<file path="src/hdl/hold_tap_key_resolver_macros.svh">
// ----------------------------------------------------------------------------
// Hold-tap key resolver assertion macros
// Shared concurrent assertion forms, clocked on clk and disabled in rst.
// ----------------------------------------------------------------------------
`ifndef HOLD_TAP_KEY_RESOLVER_MACROS_SVH
`define HOLD_TAP_KEY_RESOLVER_MACROS_SVH

// The consequent must hold in the same cycle as the antecedent.
`define HTKR_ASSERT_NOW(label, ante, cons, msg) \
  label: assert property (@(posedge clk) disable iff (rst) (ante) |-> (cons)) \
    else $error(msg);

// The consequent must hold in the cycle after the antecedent.
`define HTKR_ASSERT_NEXT(label, ante, cons, msg) \
  label: assert property (@(posedge clk) disable iff (rst) (ante) |=> (cons)) \
    else $error(msg);

`endif

</file>
<file path="src/hdl/htkr_pkg.sv">
// ----------------------------------------------------------------------------
// Hold-tap key resolver package
// Operation, tracker phase and action codes shared by the resolver.
// ----------------------------------------------------------------------------
`timescale 1ns / 1ps

package htkr_pkg;

  typedef logic [1:0] op_t;
  typedef logic [1:0] phase_t;
  typedef logic [3:0] action_t;

  // Input operations.
  localparam op_t OP_PRESS   = 2'd0;
  localparam op_t OP_RELEASE = 2'd1;
  localparam op_t OP_TIMEOUT = 2'd2;
  localparam op_t OP_RESOLVE = 2'd3;

  // Tracker phases.
  localparam phase_t PH_IDLE    = 2'd0;
  localparam phase_t PH_PRESSED = 2'd1;
  localparam phase_t PH_HOLD    = 2'd2;

  // Result actions.
  localparam action_t ACT_DONE         = 4'd0;
  localparam action_t ACT_LAYER_ON     = 4'd1;
  localparam action_t ACT_LAYER_OFF    = 4'd2;
  localparam action_t ACT_MODS_PRESS   = 4'd3;
  localparam action_t ACT_MODS_RELEASE = 4'd4;
  localparam action_t ACT_LAZY_FLUSH   = 4'd5;
  localparam action_t ACT_KEY_PRESS    = 4'd6;
  localparam action_t ACT_KEY_RELEASE  = 4'd7;
  localparam action_t ACT_TAP_NOTIFY   = 4'd8;

  // Configuration register indexes.
  localparam logic [1:0] CFG_TAG_BYTE     = 2'd0;
  localparam logic [1:0] CFG_DEFAULT_TERM = 2'd1;

  // Targets below this value are layers; others are modifier masks.
  localparam logic [7:0] LAYER_COUNT = 8'd16;

  // Timeout after reset, in ticks.
  localparam logic [15:0] DEFAULT_TERM_RST = 16'd200;

endpackage

</file>
<file path="src/hdl/hold_tap_key_resolver.sv">
// Sequencing: an untagged press or release goes straight to its done item; other
// items scan the tracker table in order, and a release that resolves to a tap
// emits its tap sequence before the done item.
// Flow: a new item is taken only once the done item of the last has been emitted;
// the scan and the tap sequence stall while a result is held unaccepted.
// Reset: synchronous; all trackers idle, tag_byte 0, default_term 200.
// ----------------------------------------------------------------------------
// Hold-tap key resolver
// Tracks dual-role keys from press to release and resolves them to tap or
// hold actions, scanning the tracker table one entry per cycle unless results stall.
// ----------------------------------------------------------------------------
`timescale 1ns / 1ps
`include "hold_tap_key_resolver_macros.svh"

module hold_tap_key_resolver
  import htkr_pkg::*;
#(
  parameter int NUM_TRACKERS = 8
) (
  input  logic        clk,
  input  logic        rst,
  // Input item stream.
  input  logic        s_tvalid,
  output logic        s_tready,
  input  logic [79:0] s_tdata,   // key_row, key_col, key_code, now_tick
  input  logic [1:0]  s_tuser,   // op
  // Result item stream.
  output logic        m_tvalid,
  input  logic        m_tready,
  output logic [47:0] m_tdata,   // action_value, handled, ticks_left, zero pad
  output logic [3:0]  m_tuser,   // action
  output logic        m_tlast,   // is_last
  // Configuration writes.
  input  logic        cfg_valid,
  output logic        cfg_ready,
  input  logic [1:0]  cfg_index,
  input  logic [15:0] cfg_data
);

  localparam int IDX_W = (NUM_TRACKERS > 1) ? $clog2(NUM_TRACKERS) : 1;
  localparam logic [IDX_W-1:0] LAST_IDX = IDX_W'(NUM_TRACKERS - 1);

  // Sequencer states.
  localparam logic [1:0] ST_IDLE = 2'd0;
  localparam logic [1:0] ST_SCAN = 2'd1;
  localparam logic [1:0] ST_TAP  = 2'd2;
  localparam logic [1:0] ST_DONE = 2'd3;

  // Configuration registers.
  logic [7:0]  tag_byte;
  logic [15:0] default_term;

  // Tracker table.
  phase_t      phase     [NUM_TRACKERS];
  logic [7:0]  trk_row   [NUM_TRACKERS];
  logic [7:0]  trk_col   [NUM_TRACKERS];
  logic [15:0] trk_act   [NUM_TRACKERS];
  logic [31:0] trk_start [NUM_TRACKERS];
  logic [15:0] trk_limit [NUM_TRACKERS];

  // Sequencer and latched item.
  logic [1:0]       state, state_next;
  logic [IDX_W-1:0] idx;
  op_t              op_q;
  logic [7:0]       row_q;
  logic [7:0]       col_q;
  logic [23:0]      code_q;
  logic [31:0]      now_q;
  logic             handled_q;
  logic [31:0]      minrem;
  logic [1:0]       tap_step;
  logic [7:0]       tap_kc;

  // Output register.
  logic        out_valid;
  action_t     out_action;
  logic [7:0]  out_value;
  logic        out_handled;
  logic [31:0] out_minrem;
  logic        out_last;

  // Shared scan unit and decisions.
  phase_t      cur_phase;
  logic        cur_match;
  logic [7:0]  cur_target;
  logic [31:0] elapsed;
  logic [31:0] lim_ext;
  logic [31:0] remain;
  logic        expired;
  logic        out_free;
  logic        in_tagged;
  logic        in_accept;
  logic        go_next;
  logic        step;
  logic        ph_we;
  phase_t      ph_wval;
  logic        fill;
  logic        min_we;
  logic        tap_start;
  logic        emit;
  action_t     em_act;
  logic [7:0]  em_val;
  logic        em_hand;
  logic [31:0] em_min;
  logic        em_last;

  assign s_tready  = (state == ST_IDLE);
  assign cfg_ready = 1'b1;
  assign in_accept = s_tvalid && s_tready;
  assign in_tagged = (s_tdata[47:40] == tag_byte);
  assign out_free  = !out_valid || m_tready;

  assign m_tvalid = out_valid;
  assign m_tuser  = out_action;
  assign m_tlast  = out_last;
  assign m_tdata  = {7'd0, out_minrem, out_handled, out_value};

  // Read the tracker under the scan index and compare against the time limit.
  assign cur_phase  = phase[idx];
  assign cur_match  = (trk_row[idx] == row_q) && (trk_col[idx] == col_q);
  assign cur_target = trk_act[idx][15:8];
  assign elapsed    = now_q - trk_start[idx];
  assign lim_ext    = {16'd0, trk_limit[idx]};
  assign expired    = (elapsed >= lim_ext);
  assign remain     = lim_ext - elapsed;

  // Sequencer decisions for this cycle.
  always_comb begin
    state_next = state;
    go_next    = 1'b0;
    step       = 1'b0;
    ph_we      = 1'b0;
    ph_wval    = PH_IDLE;
    fill       = 1'b0;
    min_we     = 1'b0;
    tap_start  = 1'b0;
    emit       = 1'b0;
    em_act     = ACT_DONE;
    em_val     = 8'd0;
    em_hand    = 1'b0;
    em_min     = 32'd0;
    em_last    = 1'b0;
    case (state)
      ST_IDLE: begin
        if (in_accept) begin
          if ((s_tuser == OP_PRESS || s_tuser == OP_RELEASE) && !in_tagged) begin
            state_next = ST_DONE;
          end else begin
            state_next = ST_SCAN;
          end
        end
      end
      ST_SCAN: begin
        if (out_free) begin
          go_next = 1'b1;
          case (op_q)
            OP_PRESS: begin
              // First idle tracker takes the key.
              if (cur_phase == PH_IDLE) begin
                fill       = 1'b1;
                ph_we      = 1'b1;
                ph_wval    = PH_PRESSED;
                go_next    = 1'b0;
                state_next = ST_DONE;
              end
            end
            OP_RELEASE: begin
              // First live tracker at this position is freed.
              if (cur_phase != PH_IDLE && cur_match) begin
                ph_we   = 1'b1;
                ph_wval = PH_IDLE;
                emit    = 1'b1;
                go_next = 1'b0;
                if (cur_phase == PH_PRESSED) begin
                  em_act     = ACT_LAZY_FLUSH;
                  tap_start  = 1'b1;
                  state_next = ST_TAP;
                end else begin
                  em_act     = (cur_target < LAYER_COUNT) ? ACT_LAYER_OFF : ACT_MODS_RELEASE;
                  em_val     = cur_target;
                  state_next = ST_DONE;
                end
              end
            end
            OP_TIMEOUT: begin
              if (cur_phase == PH_PRESSED) begin
                if (expired) begin
                  ph_we   = 1'b1;
                  ph_wval = PH_HOLD;
                  emit    = 1'b1;
                  em_act  = (cur_target < LAYER_COUNT) ? ACT_LAYER_ON : ACT_MODS_PRESS;
                  em_val  = cur_target;
                end else if (remain < minrem) begin
                  min_we = 1'b1;
                end
              end
            end
            default: begin
              // Permissive resolve: every other pressed key becomes a hold.
              if (cur_phase == PH_PRESSED && !cur_match) begin
                ph_we   = 1'b1;
                ph_wval = PH_HOLD;
                emit    = 1'b1;
                em_act  = (cur_target < LAYER_COUNT) ? ACT_LAYER_ON : ACT_MODS_PRESS;
                em_val  = cur_target;
              end
            end
          endcase
          if (go_next) begin
            if (idx == LAST_IDX) begin
              state_next = ST_DONE;
            end else begin
              step = 1'b1;
            end
          end
        end
      end
      ST_TAP: begin
        // Remaining items of the tap sequence.
        if (out_free) begin
          emit = 1'b1;
          case (tap_step)
            2'd0: begin
              em_act = ACT_KEY_PRESS;
              em_val = tap_kc;
            end
            2'd1: begin
              em_act = ACT_KEY_RELEASE;
              em_val = tap_kc;
            end
            default: begin
              em_act     = ACT_TAP_NOTIFY;
              state_next = ST_DONE;
            end
          endcase
        end
      end
      default: begin
        // Closing done item.
        if (out_free) begin
          emit       = 1'b1;
          em_act     = ACT_DONE;
          em_hand    = handled_q;
          em_min     = (op_q == OP_TIMEOUT) ? minrem : 32'd0;
          em_last    = 1'b1;
          state_next = ST_IDLE;
        end
      end
    endcase
  end

  // Control state, configuration and tracker phases.
  always_ff @(posedge clk) begin
    if (rst) begin
      state        <= ST_IDLE;
      out_valid    <= 1'b0;
      tag_byte     <= 8'd0;
      default_term <= DEFAULT_TERM_RST;
      for (int k = 0; k < NUM_TRACKERS; k++) begin
        phase[k] <= PH_IDLE;
      end
    end else begin
      state <= state_next;
      if (cfg_valid && cfg_ready) begin
        if (cfg_index == CFG_TAG_BYTE) begin
          tag_byte <= cfg_data[7:0];
        end else if (cfg_index == CFG_DEFAULT_TERM) begin
          default_term <= cfg_data;
        end
      end
      if (ph_we) begin
        phase[idx] <= ph_wval;
      end
      if (emit) begin
        out_valid <= 1'b1;
      end else if (m_tready) begin
        out_valid <= 1'b0;
      end
    end
  end

  // Payload registers.
  always_ff @(posedge clk) begin
    if (in_accept) begin
      op_q      <= s_tuser;
      row_q     <= s_tdata[7:0];
      col_q     <= s_tdata[15:8];
      code_q    <= s_tdata[39:16];
      now_q     <= s_tdata[79:48];
      handled_q <= (s_tuser == OP_PRESS || s_tuser == OP_RELEASE) && in_tagged;
      idx       <= '0;
      minrem    <= '1;
    end else begin
      if (step) begin
        idx <= idx + 1'b1;
      end
      if (min_we) begin
        minrem <= remain;
      end
    end
    if (fill) begin
      trk_row[idx]   <= row_q;
      trk_col[idx]   <= col_q;
      trk_act[idx]   <= code_q[15:0];
      trk_start[idx] <= now_q;
      trk_limit[idx] <= (code_q[23:16] != 8'd0) ? {8'd0, code_q[23:16]} : default_term;
    end
    if (tap_start) begin
      tap_kc   <= trk_act[idx][7:0];
      tap_step <= 2'd0;
    end else if (state == ST_TAP && out_free) begin
      tap_step <= tap_step + 2'd1;
    end
    if (emit) begin
      out_action  <= em_act;
      out_value   <= em_val;
      out_handled <= em_hand;
      out_minrem  <= em_min;
      out_last    <= em_last;
    end
  end

  // Checks on sequencing and result contents.
  `HTKR_ASSERT_NEXT(a_accept_busy, in_accept, !s_tready, "input accepted but block still ready")
  `HTKR_ASSERT_NOW(a_last_is_done, m_tvalid && m_tlast, m_tuser == ACT_DONE, "last item not done")
  `HTKR_ASSERT_NOW(a_extra_zero, m_tvalid && m_tuser != ACT_DONE, m_tdata[40:8] == 33'd0, "status set on action item")
  `HTKR_ASSERT_NOW(a_tap_step, state == ST_TAP, tap_step != 2'd3, "tap sequence overran")

endmodule

</file>
<file path="config.mk">
export PLATFORM = sky130hd
export DESIGN_NAME = hold_tap_key_resolver
export DESIGN_NICKNAME = d
export VERILOG_FILES = /design/src/hdl/htkr_pkg.sv /design/src/hdl/hold_tap_key_resolver.sv
export VERILOG_INCLUDE_DIRS = /design/src /design/src/hdl
export SDC_FILE = /design/constraint.sdc
export NUM_CORES = 1
export LEC_CHECK = 0
export ABC_AREA = 1
export BUFFER_PORTS_ARGS = -buffer_cell sky130_fd_sc_hd__buf_2
export CAP_MARGIN = 20
export CORE_MARGIN = 2
export CORE_UTILIZATION = 42
export CTS_CLUSTER_DIAMETER = 40
export DETAILED_ROUTE_END_ITERATION = 8
export GPL_TIMING_DRIVEN = 0
export REMOVE_ABC_BUFFERS = 1
export SLEW_MARGIN = 20
export SYNTH_ARGS = -nofsm -noshare
export SYNTH_HDL_FRONTEND = slang
export SYNTH_SLANG_ARGS = --single-unit
</file>
<file path="constraint.sdc">
create_clock -name clk -period 17.6 [get_ports clk]
set_input_delay 0.88 -clock clk [delete_from_list [all_inputs] [get_ports clk]]
set_output_delay 0.88 -clock clk [all_outputs]
set_load 0.01 [all_outputs]
</file>
==> results of run 1 <==
## cells in the final DEF, fill, tap and decap left out, drive strengths merged, types with 2 or more instances in the layout
master and n:
a21oi 87, a31oi 27, buf 229, bufinv 22, clkbuf 126, clkinv 43, clkinvlp 13, conb 8
dfxtp 67, edfxtp 785, fa 2, ha 89, inv 248, nand2 600, nand3 165, nand3b 15
nand4 16, nor2 579, nor3 19, nor4 8, o211ai 3, o21ai 366, o21bai 10, o221ai 40
o22ai 64, xnor2 29, xor2 20
## area by class of cell
class | instances | share of cell area, %
Sequential cell | 852 | 56.87
Tap cell | 1165 | 3.326
Clock inverter | 92 | 2.877
Clock buffer | 126 | 6.660
Timing Repair Buffer | 229 | 3.603
Inverter | 234 | 2.135
Multi-Input combinational cell | 2155 | 24.53
## worst reg2reg max path, delay by kind of cell, from the launching register on
family	cells	cell delay (ps)
buf+inv	6	2000
flops	1	510
compound gates	10	1740
simple gates	16	2490
xor+xnor	1	430
fa+ha+maj	4	1280
## path summary, 6_finish.rpt
check	slack, ps	cells past startpoint	from	end
hold reg to reg	450	2	default_term[0]$_SDFFE_PP0P_	default_term[0]$_SDFFE_PP0P_
setup reg to reg	8990	37	flip-flop	minrem[22]$_SDFFE_PP1P_
setup / recovery	8990	37	flip-flop	minrem[22]$_SDFFE_PP1P_
hold / removal	360	1	s_tdata[12]	col_q[4]$_DFFE_PP_
## power by group
group          switching, mW  leakage (nW)  internal [mW]
Sequential             0.160          7.80           2.44
Clock                  0.926          1.99           1.54
Combinational           2.82          7.17           1.38
Total                   3.91          17.0           5.37
## cell families (layout without fill, tap and decap cells)
kind of cell | after synthesis | in the layout | synth area share (%)
DFF | 852 | 852 | 66.91
AOI/OAI and AO/OA | 603 | 603 | 8.985
other | 2 | 8 | 0.02017
xor gates and xnor gates | 49 | 49 | 1.153
and+or+nand+nor | 1404 | 1404 | 15.47
buffers and inverters | 390 | 681 | 4.365
adders and majority gates | 91 | 91 | 3.098
## per-layer routing
metal	vias to the layer above	global-route usage, %	wire (µm)
met4	4	5.929	2072
met5	-	0	27
li1	12260	-	-
met1	12120	26.96	40410
met2	644	33.15	43660
met3	146	3.160	4831
## flip-flops by register name (all words and copies together), names as in the netlist, 16 cells and up, named ones only
signal,cells
phase,16
minrem,32
code_q,24
trk_row,64
trk_col,64
trk_limit,128
out_minrem,32
trk_act,128
default_term,16
trk_start,256
now_q,32
==> out/qor.yml, run 1 <==
status: "finished clean"
fill_cells: 7890
yosysTopAreaCell: "edfxtp_1"
yosys-top-cells-area: "edfxtp_1 (63%), nand2_1 (5.9%), nor2_1 (5.7%), o21ai_0 (4.7%), dfxtp_1 (3.6%)"
period_share_pct: 48.91
fmax_mhz: 116.2
wl_per_cell_um: 18.75
io_pins: 161
clkLatencyLatePin_ps: 690
fin_ws_ps: 8992
drive_gt1_share_pct: 13.23
synth_most_common_cell: "edfxtp_1"
finalCriticalPeriod_ps: 8608
max_cap_viol_count: 0
worst_pin_slew_ps: 1016
postSynth.asyncResetShare_pct: 0
initial_core_util_pct: 42.26
htreeDepth: 3
p_leak_nw: 16.96
place_ws_ps: 8986
drt-total-wl_um: 91000
clockBufferDepth: 3
cp_max_fo: 115
finalWeightedCongestion: 0.9097
via_count: 25170
rsz0062_at_grt: "false"
max-slew-margin-rel_pct: 32.01
grt_pass1_vias: 24030
setup_viol: 0
grt_util_all_layers_pct: 19.90
syn_to_final_growth_pct: 17.71
grt_max_degree: 195
cp-end-kind: "flip-flop"
port_buffers: 152
synth_top_area_share_pct: 63.31
cts_inserted_buffers: 115
cp.arrival_ps: 9120
final_util_pct: 49.75
synthCells: 3391
clock_skew_ps: 40.02
grt_first_pass_wirelength_um: 139200
postCtsHoldBufs: 0
synth_seq_cells: 852
via_per_inst: 5.186
worst-path-buf-inv: 6
cts_tree: "yes"
ys_types: 48
die_h_um: 301.8
clock_sinks: 852
fin_setup_tns_ps: 0
multi_input_area_mm2: 0.01075
regArea_mm2: 0.02493
drc: 0
nets: 3783
dp_cells: 4635
cts.repair.resized: 0
cp_slowest_cell: "clkinv_2"
synth_seq_area_share_pct: 66.91
yosysWarnings: 0
cp_slowest_stage_delay_ps: 590
antenna_found_initial: 2
postSynthAreaPerCell_um2: 10.98
critPathTopFamily: "simple AND/OR/NAND/NOR gates"
synth_edf_count: 785
cpMostUsedCell: "nand2_1"
power.density_mw_per_mm2: 211.7
post_cts.repair.setup_buffers: 0
clk_pin_slew_ps: 60
hold_ws_ps: 359.4
ir_worst_vdd_v: 0.0002107
hold_class: "in -> reg"
row_count: 109
grt_overflow: 0
dieArea_mm2: 0.09105
synth_commonest_cells: "edfxtp_1 (785), nand2_1 (589), nor2_1 (567), o21ai_0 (350), inv_1 (223)"
syn_area_mm2: 0.03724
hpwl_um: 55750
place_area_mm2: 0.03965
root_buffer: "clkbuf_16"
worstPathRequired_ps: 18110
synth_ff_type: "edfxtp_1"
drt_iter0_drc: 1950
path_class: "reg -> reg"
cp-start-kind: "flip-flop"
num_antenna_cells: 0
die_w_um: 301.8
core_area_mm2: 0.08810
ant_nets: 0
slew_viol_final: 0
firstDrtPassIters: 6
post-route-cell-area_mm2: 0.04383
final_hold_viol_count: 0
finalNonFillerCells: 4853
post-layout-total-power_mw: 9.277
Power figures use the tool's default switching activity.
==> inputs of run 2 (changes only) <==
==> constraint.sdc (replaced) <==
create_clock -name clk -period 8 [get_ports clk]
set_input_delay 0.4 -clock clk [delete_from_list [all_inputs] [get_ports clk]]
set_output_delay 0.4 -clock clk [all_outputs]
set_load 0.01 [all_outputs]
==> run 2 against run 1 <==
- count of clock-buffer cells in the layout did not move
- largest power group unchanged
- hold slack got worse by 320 ps
- flip-flop and latch count unchanged
- sequential power increased by 120%
- critical endpoint is now minrem[25]$_SDFFE_PP1P_
- highest routed layer is now met4
==> out/qor.yml, run 2 (same netlist as run 1, synthesis figures left out) <==
status: "finished clean"
final_hold_viol_count: 0  # unchanged
top_regs: "trk_start: 256 flops, trk_act: 128 flops, trk_limit: 128 flops"
max_cap_viol_count: 0  # unchanged
cp-start-kind: "flip-flop"
ir_worst_vdd_v: 0.0004448  # +110%
clk_pin_slew_ps: 50  # about the same
drt_iter0_drc: 1907  # -2.2%
clock_sinks: 852  # unchanged
cp_slowest_stage_delay_ps: 480  # -110 ps
worst-path-buf-inv: 6  # unchanged
finalNonFillerCells: 4951  # +2.0%
cp_max_fo: 58  # -50%
cp.arrival_ps: 7890  # -1230 ps
grt_first_pass_wirelength_um: 140900  # +1.2%
r2r_setup_slack_ps: 620  # -8370 ps
grtUsageMet1_pct: 27.34  # +0.38 points
clkLatencyLatePin_ps: 690  # about the same
root_buffer: "clkbuf_16"
layout_common_cells: "edfxtp_1 (785), nand2_1 (587), nor2_1 (566)"
slew_viol_final: 0  # unchanged
max-slew-margin-rel_pct: 31.66  # -0.35 points
wl_per_cell_um: 18.73  # -0.14%
cpMostUsedCell: "nand2_1"
multi_input_area_mm2: 0.01080  # +0.44%
grt_util_all_layers_pct: 20.12  # +0.21 points
power.density_mw_per_mm2: 457.7  # +120%
via_count: 25570  # +1.6%
min_to: "default_term[9]$_SDFFE_PP0P_"
largest_reg_flops: 256  # unchanged
die_h_um: 301.8  # unchanged
ant_nets: 0  # unchanged
power_switching_mw: 8.661  # +120%
final_common_cell: "edfxtp_1"
switching_share_pct: 42.14  # about the same
die_w_um: 301.8  # unchanged
fill_cells: 7805  # -1.1%
fmax_mhz: 135.6  # +17%
busiest_layer: "met2"
io_pins: 161  # unchanged
drive_gt1_share_pct: 13.21  # -0.026 points
grt_max_degree: 195  # unchanged
nets: 3881  # +2.6%
grt_overflow: 0  # unchanged
setup_viol: 0  # unchanged
cts_tree: "yes"
cp_slowest_cell: "fa_1"
port_buffers: 152  # unchanged
row_count: 109  # unchanged
clockBufferDepth: 3  # unchanged
grt_pass1_vias: 24460  # +1.8%
core_area_mm2: 0.08810  # unchanged
p_leak_nw: 17.41  # +2.6%
seqPwrFrac_pct: 27.8  # -0.3 points
internal_power_mw: 11.89  # +120%
hold_class: "in -> reg"
critPathTopFamily: "simple AND/OR/NAND/NOR gates"
finalCriticalPeriod_ps: 7377  # -1231 ps
hp-start: "cfg_data[9]"
htreeDepth: 3  # unchanged
place_ws_ps: -614.4  # -9600 ps
cp-end-kind: "flip-flop"
fin_ws_ps: 623.3  # -8369 ps
clock_skew_ps: 40.73  # +0.7161 ps
firstDrtPassIters: 5  # -1
worst_pin_slew_ps: 1021  # +5.178 ps
pwr-share-clk_pct: 26.4  # -0.2 points
syn_to_final_growth_pct: 20.60
finalWeightedCongestion: 0.9097  # unchanged
ff2ff_path_depth: 40  # +8.1%
antenna_found_initial: 0  # -2
worstPathRequired_ps: 8520  # -9590 ps
p_comb_share_pct: 45.8  # +0.5 points
grt_util_met3_pct: 3.096  # -0.065 points
regArea_mm2: 0.02493  # unchanged
dp_cells: 4635  # unchanged
hpwl_um: 55750  # unchanged
num_antenna_cells: 0  # unchanged
period_share_pct: 92.21  # +43 points
path_class: "reg -> reg"
hold_path_depth: 3  # +2
via_per_inst: 5.165  # -0.41%
cts_inserted_buffers: 115  # unchanged
met2_usage_pct: 33.37  # +0.22 points
dieArea_mm2: 0.09105  # unchanged
drt-total-wl_um: 92710  # +1.9%
initial_core_util_pct: 42.26  # unchanged
drc: 0  # unchanged
rsz0062_at_grt: "false"
reg2reg_to: "minrem[25]$_SDFFE_PP1P_"
regMostFlops: "trk_start"
==> run 2: per-stage QoR <==
step / total power [mW] / hold WS, ps / util (%) / setup TNS [ps] / cell area [µm²]
2_1_floorplan: 12.34 / 429.7 / - / -4578350 / 36520
3_3_place_gp: 14.96 / 440.4 / 43.96 / - / 38730
3_5_place_dp: 15.03 / 445.7 / 45.01 / -18550 / 39650
4_1_cts: 20.60 / 9.765 / 50.81 / 0 / 44760
5_1_grt: 22.04 / 23.42 / 50.97 / 0 / 44910
6_report: 20.55 / 38.86 / 50.97 / 0 / 44910
==> run 2: area by class of cell <==
type | count | area share (%)
clock buffer | 126 | 6.500
clock inverter | 92 | 2.809
inverter | 234 | 2.131
multi-input combinational | 2156 | 24.05
sequential | 852 | 55.50
tap | 1165 | 3.246
timing repair buffer | 325 | 5.734
timing repair inverter | 1 | 0.02508
==> run 2: how the worst max path moves through the flow <==
stage,cells after the start,to,slack (ps)
6_report,40,minrem[25]$_SDFFE_PP1P_,620
5_1_grt,40,minrem[21]$_SDFFE_PP1P_,7
4_1_cts,39,minrem[26]$_SDFFE_PP1P_,30
3_5_place_dp,37,minrem[18]$_SDFFE_PP1P_,-610
3_3_place_gp,8,trk_start[3][11]$_DFFE_PP_,-29640
2_1_floorplan,8,trk_act[2][0]$_DFFE_PP_,-10080
==> run 2: worst register-to-register path: cells and delay by family (launching register included) <==
kind | cells | cell delay [ps]
and+or+nand+nor | 23 | 2730
buffers and inverters | 6 | 1360
adders and majority gates | 4 | 1250
AOI/OAI and AO/OA | 6 | 1070
DFF | 1 | 460
xor gates and xnor gates | 1 | 340
==> run 2: repair_timing <==
action,CTS,global route
buffers inserted,0,7
resized for setup,3,6
pin swaps,1,2
hold buffers,88,0
endpoints found under the setup margin,32,32
endpoints found under the hold margin,93,0
cloned,1,2
==> run 2: routing by layer <==
| layer | wire, µm | up-vias | part of all wire, % |
|---|---|---|---|
| met1 | 41160 | 12330 | 44 |
| met2 | 44490 | 648 | 48 |
| met4 | 2131 | 0 | 2.3 |
| li1 | - | 12450 | - |
| met3 | 4935 | 145 | 5.3 |
| met5 | 0 | - | 0 |
==> run 2: power groups by stage <==
stage | sequential [mW] | clock, mW | combinational (mW)
after floorplan | 5.93 | 0 | 6.41
after global placement | 6.21 | 0 | 8.75
after detailed placement | 5.82 | 0 | 9.21
after CTS | 5.74 | 5.52 | 9.34
after global routing | 5.75 | 5.71 | 10.6
final | 5.71 | 5.43 | 9.42
